[src/rtl/core/sat_pkg.sv]
// Shared types and constants for the shift array table.
// Used by sat_cell, shift_array_table and tb_top; depends on nothing else.
package sat_pkg;

    // Table geometry.
    localparam int DEPTH  = 16;
    localparam int DATA_W = 32;
    localparam int IDX_W  = $clog2(DEPTH);
    localparam int CNT_W  = $clog2(DEPTH + 1);

    // Operation codes carried in the input transaction.
    typedef enum logic [2:0] {
        OP_INSERT_AT    = 3'd0,
        OP_INSERT_FIRST = 3'd1,
        OP_INSERT_LAST  = 3'd2,
        OP_DELETE       = 3'd3,
        OP_SEARCH       = 3'd4,
        OP_REVERSE      = 3'd5
    } op_t;

    // Result status codes.
    typedef enum logic [2:0] {
        STAT_OK       = 3'd0,
        STAT_EMPTY    = 3'd1,
        STAT_BADPOS   = 3'd2,
        STAT_FULL     = 3'd3,
        STAT_NOTFOUND = 3'd4
    } status_t;

    // What every cell does in the current cycle.
    typedef enum logic [1:0] {
        CELL_HOLD   = 2'd0,
        CELL_INSERT = 2'd1,
        CELL_DELETE = 2'd2,
        CELL_ROTATE = 2'd3
    } cell_op_t;

    // Command broadcast along the row of cells.
    typedef struct packed {
        cell_op_t                  kind;
        logic [CNT_W-1:0]          pos;
        logic [CNT_W-1:0]          lim;
        logic signed [DATA_W-1:0]  data;
    } cell_cmd_t;

    // Controller state.
    typedef enum logic {
        ST_IDLE    = 1'b0,
        ST_REVERSE = 1'b1
    } state_t;

endpackage

[src/rtl/core/shift_array_table.sv]
// Top level of the shift array table: controller, result register and the
// row of sat_cell instances. Depends on sat_pkg and sat_cell.
//
//   Channel | Direction | Payload (low bits first)
//   s_      | in        | operation[2:0], position[7:3], value[39:8]
//   m_      | out       | status[2:0], found_index[6:3], entry_count[11:7]
//
// Insert, delete, search and unused codes complete on acceptance; every cell acts in parallel.
// A reverse of n >= 2 entries runs as prefix rotations of the cell row, of lengths n down
// to 2, one rotation per cycle; a reverse of zero or one entry needs none. The last rotation
// waits for the output register to be free.
// Reset clears the entry count and control; entries are not cleared.
// A result waits in the output register; a new transaction is taken only with no reverse
// in progress and that register free or being drained in the same cycle.
module shift_array_table (
    input  logic        aclk,
    input  logic        aresetn,
    input  logic        s_tvalid,
    output logic        s_tready,
    // operation[2:0], position[7:3], value[39:8]
    input  logic [39:0] s_tdata,
    output logic        m_tvalid,
    input  logic        m_tready,
    // status[2:0], found_index[6:3], entry_count[11:7], zero[15:12]
    output logic [15:0] m_tdata
);

    localparam int DEPTH  = sat_pkg::DEPTH;
    localparam int DATA_W = sat_pkg::DATA_W;
    localparam int IDX_W  = sat_pkg::IDX_W;
    localparam int CNT_W  = sat_pkg::CNT_W;
    localparam logic [CNT_W-1:0] FULL_CNT = CNT_W'(DEPTH);

    // Input fields.
    sat_pkg::op_t              in_op;
    logic [CNT_W-1:0]          in_pos;
    logic signed [DATA_W-1:0]  in_value;

    assign in_op    = sat_pkg::op_t'(s_tdata[2:0]);
    assign in_pos   = s_tdata[7:3];
    assign in_value = s_tdata[39:8];

    // Control state.
    sat_pkg::state_t   state_reg, state_next;
    logic [CNT_W-1:0]  count_reg, count_next;
    logic [CNT_W-1:0]  rot_len_reg, rot_len_next;
    logic              m_tvalid_reg, m_tvalid_next;
    sat_pkg::status_t  status_reg, status_next;
    logic [IDX_W-1:0]  found_reg, found_next;
    logic [CNT_W-1:0]  out_count_reg, out_count_next;

    // Row of cells.
    sat_pkg::cell_cmd_t        cmd;
    logic signed [DATA_W-1:0]  cell_entry [DEPTH];
    logic [DEPTH-1:0]          cell_match;

    logic              in_fire;
    logic              out_free;
    logic              res_valid;
    sat_pkg::status_t  res_status;
    logic [IDX_W-1:0]  res_found;
    logic [CNT_W-1:0]  ins_pos;
    logic              hit;
    logic [IDX_W-1:0]  hit_idx;

    assign out_free = !m_tvalid_reg || m_tready;
    assign s_tready = (state_reg == sat_pkg::ST_IDLE) && out_free;
    assign in_fire  = s_tvalid && s_tready;

    // Cell chain: each cell sees its neighbors and the head entry.
    for (genvar i = 0; i < DEPTH; i++) begin : g_cell
        logic signed [DATA_W-1:0] left_d;
        logic signed [DATA_W-1:0] right_d;

        if (i == 0) begin : g_first
            assign left_d = '0;
        end else begin : g_mid_l
            assign left_d = cell_entry[i-1];
        end
        if (i == DEPTH - 1) begin : g_last
            assign right_d = '0;
        end else begin : g_mid_r
            assign right_d = cell_entry[i+1];
        end

        sat_cell u_cell (
            .aclk       (aclk),
            .idx        (IDX_W'(i)),
            .cmd        (cmd),
            .left_data  (left_d),
            .right_data (right_d),
            .head_data  (cell_entry[0]),
            .entry      (cell_entry[i]),
            .match      (cell_match[i])
        );
    end

    // First matching cell wins.
    always_comb begin
        hit_idx = '0;
        for (int i = DEPTH - 1; i >= 0; i--) begin
            if (cell_match[i]) begin
                hit_idx = IDX_W'(i);
            end
        end
    end
    assign hit = |cell_match;

    // Next-state, cell command and result logic.
    always_comb begin
        state_next   = state_reg;
        count_next   = count_reg;
        rot_len_next = rot_len_reg;
        res_valid    = 1'b0;
        res_status   = sat_pkg::STAT_OK;
        res_found    = '0;
        ins_pos      = in_pos;
        cmd.kind     = sat_pkg::CELL_HOLD;
        cmd.pos      = in_pos;
        cmd.lim      = count_reg;
        cmd.data     = in_value;

        case (state_reg)
            sat_pkg::ST_IDLE: begin
                if (in_fire) begin
                    res_valid = 1'b1;
                    case (in_op)
                        sat_pkg::OP_INSERT_AT,
                        sat_pkg::OP_INSERT_FIRST,
                        sat_pkg::OP_INSERT_LAST: begin
                            if (in_op == sat_pkg::OP_INSERT_FIRST) begin
                                ins_pos = '0;
                            end else if (in_op == sat_pkg::OP_INSERT_LAST) begin
                                ins_pos = count_reg;
                            end
                            if (ins_pos > count_reg) begin
                                res_status = sat_pkg::STAT_BADPOS;
                            end else if (count_reg == FULL_CNT) begin
                                res_status = sat_pkg::STAT_FULL;
                            end else begin
                                cmd.kind   = sat_pkg::CELL_INSERT;
                                cmd.pos    = ins_pos;
                                count_next = count_reg + 1'b1;
                            end
                        end
                        sat_pkg::OP_DELETE: begin
                            if (count_reg == '0) begin
                                res_status = sat_pkg::STAT_EMPTY;
                            end else if (in_pos >= count_reg) begin
                                res_status = sat_pkg::STAT_BADPOS;
                            end else begin
                                cmd.kind   = sat_pkg::CELL_DELETE;
                                count_next = count_reg - 1'b1;
                            end
                        end
                        sat_pkg::OP_SEARCH: begin
                            if (count_reg == '0) begin
                                res_status = sat_pkg::STAT_EMPTY;
                            end else if (hit) begin
                                res_found = hit_idx;
                            end else begin
                                res_status = sat_pkg::STAT_NOTFOUND;
                            end
                        end
                        sat_pkg::OP_REVERSE: begin
                            if (count_reg == '0) begin
                                res_status = sat_pkg::STAT_EMPTY;
                            end else if (count_reg != CNT_W'(1)) begin
                                // First rotation now; more follow if needed.
                                cmd.kind = sat_pkg::CELL_ROTATE;
                                if (count_reg != CNT_W'(2)) begin
                                    res_valid    = 1'b0;
                                    rot_len_next = count_reg - 1'b1;
                                    state_next   = sat_pkg::ST_REVERSE;
                                end
                            end
                        end
                        default: begin
                            res_status = sat_pkg::STAT_OK;
                        end
                    endcase
                end
            end
            sat_pkg::ST_REVERSE: begin
                // The final rotation waits until the result register is free.
                if (rot_len_reg != CNT_W'(2) || out_free) begin
                    cmd.kind = sat_pkg::CELL_ROTATE;
                    cmd.lim  = rot_len_reg;
                    if (rot_len_reg == CNT_W'(2)) begin
                        res_valid  = 1'b1;
                        state_next = sat_pkg::ST_IDLE;
                    end else begin
                        rot_len_next = rot_len_reg - 1'b1;
                    end
                end
            end
            default: begin
                state_next = sat_pkg::ST_IDLE;
            end
        endcase

        // Output register handshake.
        if (res_valid) begin
            m_tvalid_next  = 1'b1;
            status_next    = res_status;
            found_next     = res_found;
            out_count_next = count_next;
        end else begin
            m_tvalid_next  = m_tvalid_reg && !m_tready;
            status_next    = status_reg;
            found_next     = found_reg;
            out_count_next = out_count_reg;
        end
    end

    // Control registers.
    always_ff @(posedge aclk) begin
        if (!aresetn) begin
            state_reg    <= sat_pkg::ST_IDLE;
            count_reg    <= '0;
            rot_len_reg  <= '0;
            m_tvalid_reg <= 1'b0;
        end else begin
            state_reg    <= state_next;
            count_reg    <= count_next;
            rot_len_reg  <= rot_len_next;
            m_tvalid_reg <= m_tvalid_next;
        end
    end

    // Result payload registers.
    always_ff @(posedge aclk) begin
        status_reg    <= status_next;
        found_reg     <= found_next;
        out_count_reg <= out_count_next;
    end

    assign m_tvalid = m_tvalid_reg;
    assign m_tdata  = {4'b0000, out_count_reg, found_reg, status_reg};

`ifndef SYNTHESIS
    // The entry count never exceeds the table depth.
    a_count_range: assert property (@(posedge aclk) disable iff (!aresetn)
        count_reg <= FULL_CNT)
        else $error("entry count beyond table depth");

    // A reverse in progress always has a prefix of two or more within the count.
    a_rot_len: assert property (@(posedge aclk) disable iff (!aresetn)
        state_reg == sat_pkg::ST_REVERSE |-> (rot_len_reg >= CNT_W'(2) &&
                                              rot_len_reg <= count_reg))
        else $error("reverse prefix length out of range");

    // A reverse never changes the count.
    a_rev_count: assert property (@(posedge aclk) disable iff (!aresetn)
        state_reg == sat_pkg::ST_REVERSE |=> count_reg == $past(count_reg))
        else $error("count changed during reverse");

    // A nonzero found index comes only with an ok status.
    a_found_ok: assert property (@(posedge aclk) disable iff (!aresetn)
        (m_tvalid_reg && found_reg != '0) |-> status_reg == sat_pkg::STAT_OK)
        else $error("found index without ok status");

    // No new transaction is taken during a reverse.
    a_busy_ready: assert property (@(posedge aclk) disable iff (!aresetn)
        state_reg == sat_pkg::ST_REVERSE |-> !s_tready)
        else $error("input taken while reversing");
`endif

endmodule

[src/rtl/core/sat_cell.sv]
// One storage cell of the shift array table: holds one entry and trades it
// with its neighbors under the broadcast command. Depends on sat_pkg.
module sat_cell (
    input  logic                                aclk,
    input  logic [sat_pkg::IDX_W-1:0]           idx,
    input  sat_pkg::cell_cmd_t                  cmd,
    input  logic signed [sat_pkg::DATA_W-1:0]   left_data,
    input  logic signed [sat_pkg::DATA_W-1:0]   right_data,
    input  logic signed [sat_pkg::DATA_W-1:0]   head_data,
    output logic signed [sat_pkg::DATA_W-1:0]   entry,
    output logic                                match
);

    logic signed [sat_pkg::DATA_W-1:0] entry_reg;
    logic signed [sat_pkg::DATA_W-1:0] entry_next;
    logic [sat_pkg::CNT_W-1:0]         my_idx;

    assign my_idx = sat_pkg::CNT_W'(idx);

    // Pick the new entry value from this cell or a neighbor.
    always_comb begin
        entry_next = entry_reg;
        case (cmd.kind)
            sat_pkg::CELL_INSERT: begin
                if (my_idx == cmd.pos) begin
                    entry_next = cmd.data;
                end else if (my_idx > cmd.pos && my_idx <= cmd.lim) begin
                    entry_next = left_data;
                end
            end
            sat_pkg::CELL_DELETE: begin
                if (my_idx >= cmd.pos && (my_idx + 1'b1) < cmd.lim) begin
                    entry_next = right_data;
                end
            end
            sat_pkg::CELL_ROTATE: begin
                // Rotate the prefix of length lim left by one place.
                if ((my_idx + 1'b1) < cmd.lim) begin
                    entry_next = right_data;
                end else if ((my_idx + 1'b1) == cmd.lim) begin
                    entry_next = head_data;
                end
            end
            default: begin
                entry_next = entry_reg;
            end
        endcase
    end

    always_ff @(posedge aclk) begin
        entry_reg <= entry_next;
    end

    // Compare against the search key; only stored entries count.
    assign match = (my_idx < cmd.lim) && (entry_reg == cmd.data);
    assign entry = entry_reg;

endmodule

[config.mk]
export PLATFORM = sky130hd
export DESIGN_NAME = shift_array_table
export DESIGN_NICKNAME = d
export VERILOG_FILES = /design/src/rtl/core/sat_pkg.sv /design/src/rtl/core/shift_array_table.sv /design/src/rtl/core/sat_cell.sv
export SDC_FILE = /design/constraint.sdc
export NUM_CORES = 2
export LEC_CHECK = 0
export BUFFER_PORTS_ARGS = -buffer_cell sky130_fd_sc_hd__buf_4
export CAP_MARGIN = 0
export CORE_MARGIN = 4
export CORE_UTILIZATION = 45
export DETAILED_ROUTE_END_ITERATION = 10
export HOLD_SLACK_MARGIN = 0.15
export PLACE_DENSITY = 0.56
export SLEW_MARGIN = 20
export SYNTH_ARGS = -nofsm -noshare
export SYNTH_HDL_FRONTEND = slang
export SYNTH_SLANG_ARGS = --single-unit
[constraint.sdc]
create_clock -name aclk -period 14.6 [get_ports aclk]
set_input_delay 2.92 -clock aclk [delete_from_list [all_inputs] [get_ports aclk]]
set_output_delay 2.92 -clock aclk [all_outputs]
set_load 0.02 [all_outputs]
==> out/metrics.csv <==
stage,metric,value,unit
status,outcome,"finished, final reports clean",
final_layout,fin_util,49.4,%
timing,worstMarginPinSlew,1.15,ns
timing,fmax,124,MHz
synth,synth_top_cells_by_area,"edfxtp_1, xnor2_1, a22oi_1",
global_route,grt_first_pass_wirelength,235000,µm
flow_run,drv_cap,0,
routing,ant_nets,0,
worst_setup_path,critPathRequiredTime,14.84,ns
synth,synth_edf_count,524,
power_and_ir_drop,total_power,4.10,mW
synth,synth_warnings,0,
timing,holdWs,0.619,ns
die,ios,62,
placement,dpl.hpwl,122000,µm
final_layout,drive_gt1_share,9.84,%
die,start_util,45.4,%
worst_setup_path,path_cells,"buf_4, a21o_1, nand2_1, o21ai_1, ha_1, nor2b_1, o21a_1, o21ai_1, a221o_1, nand3_2, o41ai_1, nand2_2, buf_4, inv_1, o32a_2",
die,die_h,293,µm
routing,routed_via_density,7.20,
clocking,cts.clk_slew.worst_paths,0.06,ns
timing,fin_skew,0.0321,ns
synth,syn_area,36500,µm²
clocking,post_cts_resize_count,0,
synth,synth_cell_types,89,
final_layout,nNetsFinal,3530,
timing,fin_ws,6.56,ns
clocking,cts_inserted_buffers,68,
synth,synth_top_family_by_area,compound AO/OA/AOI/OAI gates,
synth,synth_adder_area_share,0.549,%
clocking,clk_latency,0.63,ns
power_and_ir_drop,p_per_area,103,nW/µm²
worst_setup_path,cpPeakStageDelay,0.98,ns
routing,routed_wl,166000,µm
worst_setup_path,cp_num_cells,15,
worst_setup_path,critPathKind,input port to flip-flop,
timing,layout_min_cycle_time,8.04,ns
synth,muxShareOfSynthArea,2.91,%
worst_setup_path,startpoint,s_tdata[1],
worst_setup_path,endpoint,g_cell[12].u_cell.entry[25],
worst_setup_path,reg2reg_depth,12,
power_and_ir_drop,cellLeakagePower,12.7,nW
worst_setup_path,r2r_end,g_cell[4].u_cell.entry[23],
final_layout,fin_area,39700,µm²
die,core_area,80400,µm²
global_route,grt_util_all_layers,37.4,%
worst_setup_path,start_kind,input port,
worst_setup_path,worstPathMaxFanout,65,
synth,synthSimpleGateAreaFrac,11.6,%
synth,synth_compound_area_share,23.3,%
synth,ys_seq_area_share,43.8,%
worst_setup_path,regToRegSetupSlack,8.56,ns
final_layout,final_cell_mix,"edfxtp_1, xnor2_1, nand3_1, a22oi_1, o211ai_1",
global_route,antenna_found_initial,1,
clocking,cts-root-buf,clkbuf_16,
placement,placed_cell_area,37500,µm²
power_and_ir_drop,ir_worst_vdd,0.0000870,V
timing,drv_slew,0,
final_layout,final_common_cell,edfxtp_1,
synth,ys_ff_latch,536,
clocking,postCtsSetupRepairBufs,0,
timing,tns,0,ns
synth,ys_async_sr_fraction,0,%
timing,rsz0062_at_grt,no,
hold_path,min_path_type,flip-flop to flip-flop,
placement,dp_cells,4460,
synth,synthXorXnorAreaFrac,12.4,%
synth,netlist_instances,3663,
worst_setup_path,critPathTopFamily,compound AO/OA/AOI/OAI gates,
synth,synth_top_area_cell,edfxtp_1,
clocking,cts.sinks,536,
routing,drt_iter0_drc,5294,
global_route,grt_pass1_vias,30860,
timing,finalSetupViolations,0,
timing,slew_headroom,22.8,%
final_layout,diodes,0,
clocking,cts_hold_buf,0,
synth,avgSynthCellArea,9.96,µm²
global_route,grt_max_degree,129,
die,die_w,293,µm
clocking,cts_tree,built,
worst_setup_path,reg2reg_from,count_reg[3],
clocking,htreeDepth,3,
final_layout,final_cells,4585,
final_layout,largest_reg_flops,512,
die,rows,104,
worst_setup_path,end_kind,flip-flop,
global_route,gr-total-overflow,0,
timing,min_period_over_period,55.0,%
worst_setup_path,slowest_stage,o41ai_1,
routing,vias,33003,
die,fp.dieArea,85700,µm²
synth,ys_dominant_reg_cell,edfxtp_1,
clocking,clk_path_buf_depth,3,
placement,pre_cts_ws,5.96,ns
routing,post-route-drc-count,0,
placement,port-buffer-count,57,
timing,hold_viol,0,
worst_setup_path,worstPathArrival,8.27,ns
routing,wl_per_cell,36.2,µm
placement,gp_congestion,1.00,
routing,firstDrtPassIters,5,
worst_setup_path,worst-path-buf-inv,3,
final_layout,areaGrowthSynthToFinish,8.77,%
synth,post-synth-top-area-fraction,43.1,%
## final cells by class
type / instances / area, µm²
sequential: 536 / 16000
clock inverter: 38 / 337
timing repair buffer: 161 / 1240
clock buffer: 87 / 1830
tap: 1060 / 1330
multi-input combinational: 2682 / 18900
inverter: 21 / 78.8
fill: 7436 / 40700
## cell usage after synthesis, drive strengths merged, types with 6 or more instances
cell type  instances
o211ai           251
nand2b            11
or2                6
o21ai            264
or3                8
a21o               7
o2bb2ai           22
nor2b              8
buf              158
o221ai            27
clkbuf           269
nor2              97
nand4             89
xnor2            292
dfxtp             12
a32oi              7
a221o             33
inv               20
a22o              75
a31oi            111
a22oi            269
nand3            279
edfxtp           524
ha                16
nor3              20
xor2             224
a211oi            14
nand2            163
mux2i            100
a21oi             87
and2              45
nor4              78
## kinds of logic after synthesis
logic type,Yosys count
compound gates,1216
simple gates,826
flops,536
xor+xnor,516
buf+inv,448
mux,104
fa+ha+maj,16
other cells,1
## per-layer routing
metal / part of all wire, % / vias up / GRT usage, %
met5: 0 / - / 0
met4: 6.9 / 0 / 21.4
met3: 12 / 387 / 8.25
met2: 41 / 2392 / 53.1
met1: 40 / 16416 / 52.5
li1: - / 13808 / -
## tightest hold or removal path: cells and delay by family, from the launching register on
family,cells,cell delay [ns]
AOI/OAI and AO/OA,1,0.07
DFF,1,0.38
and+or+nand+nor,1,0.06
## power by group
group | total [mW] | leakage (nW) | switching (mW) | internal, mW
Combinational | 0.561 | 6.75 | 0.393 | 0.168
Clock | 1.69 | 1.05 | 0.716 | 0.976
Sequential | 1.85 | 4.87 | 0.0713 | 1.77
Total | 4.10 | 12.7 | 1.18 | 2.92
## how the worst min path moves through the flow
stage | from | to | slack (ns) | depth (start not counted)
2_1_floorplan | g_cell[1].u_cell.entry[0] | g_cell[0].u_cell.entry[0] | 0.57 | 2
3_3_place_gp | g_cell[1].u_cell.entry[31] | g_cell[0].u_cell.entry[31] | 0.58 | 2
3_5_place_dp | g_cell[1].u_cell.entry[19] | g_cell[0].u_cell.entry[19] | 0.61 | 2
4_1_cts | g_cell[1].u_cell.entry[31] | g_cell[0].u_cell.entry[31] | 0.62 | 2
5_1_grt | g_cell[1].u_cell.entry[31] | g_cell[0].u_cell.entry[31] | 0.65 | 2
6_report | g_cell[1].u_cell.entry[31] | g_cell[0].u_cell.entry[31] | 0.62 | 2
Note: power is estimated with default switching activity, not from simulation.
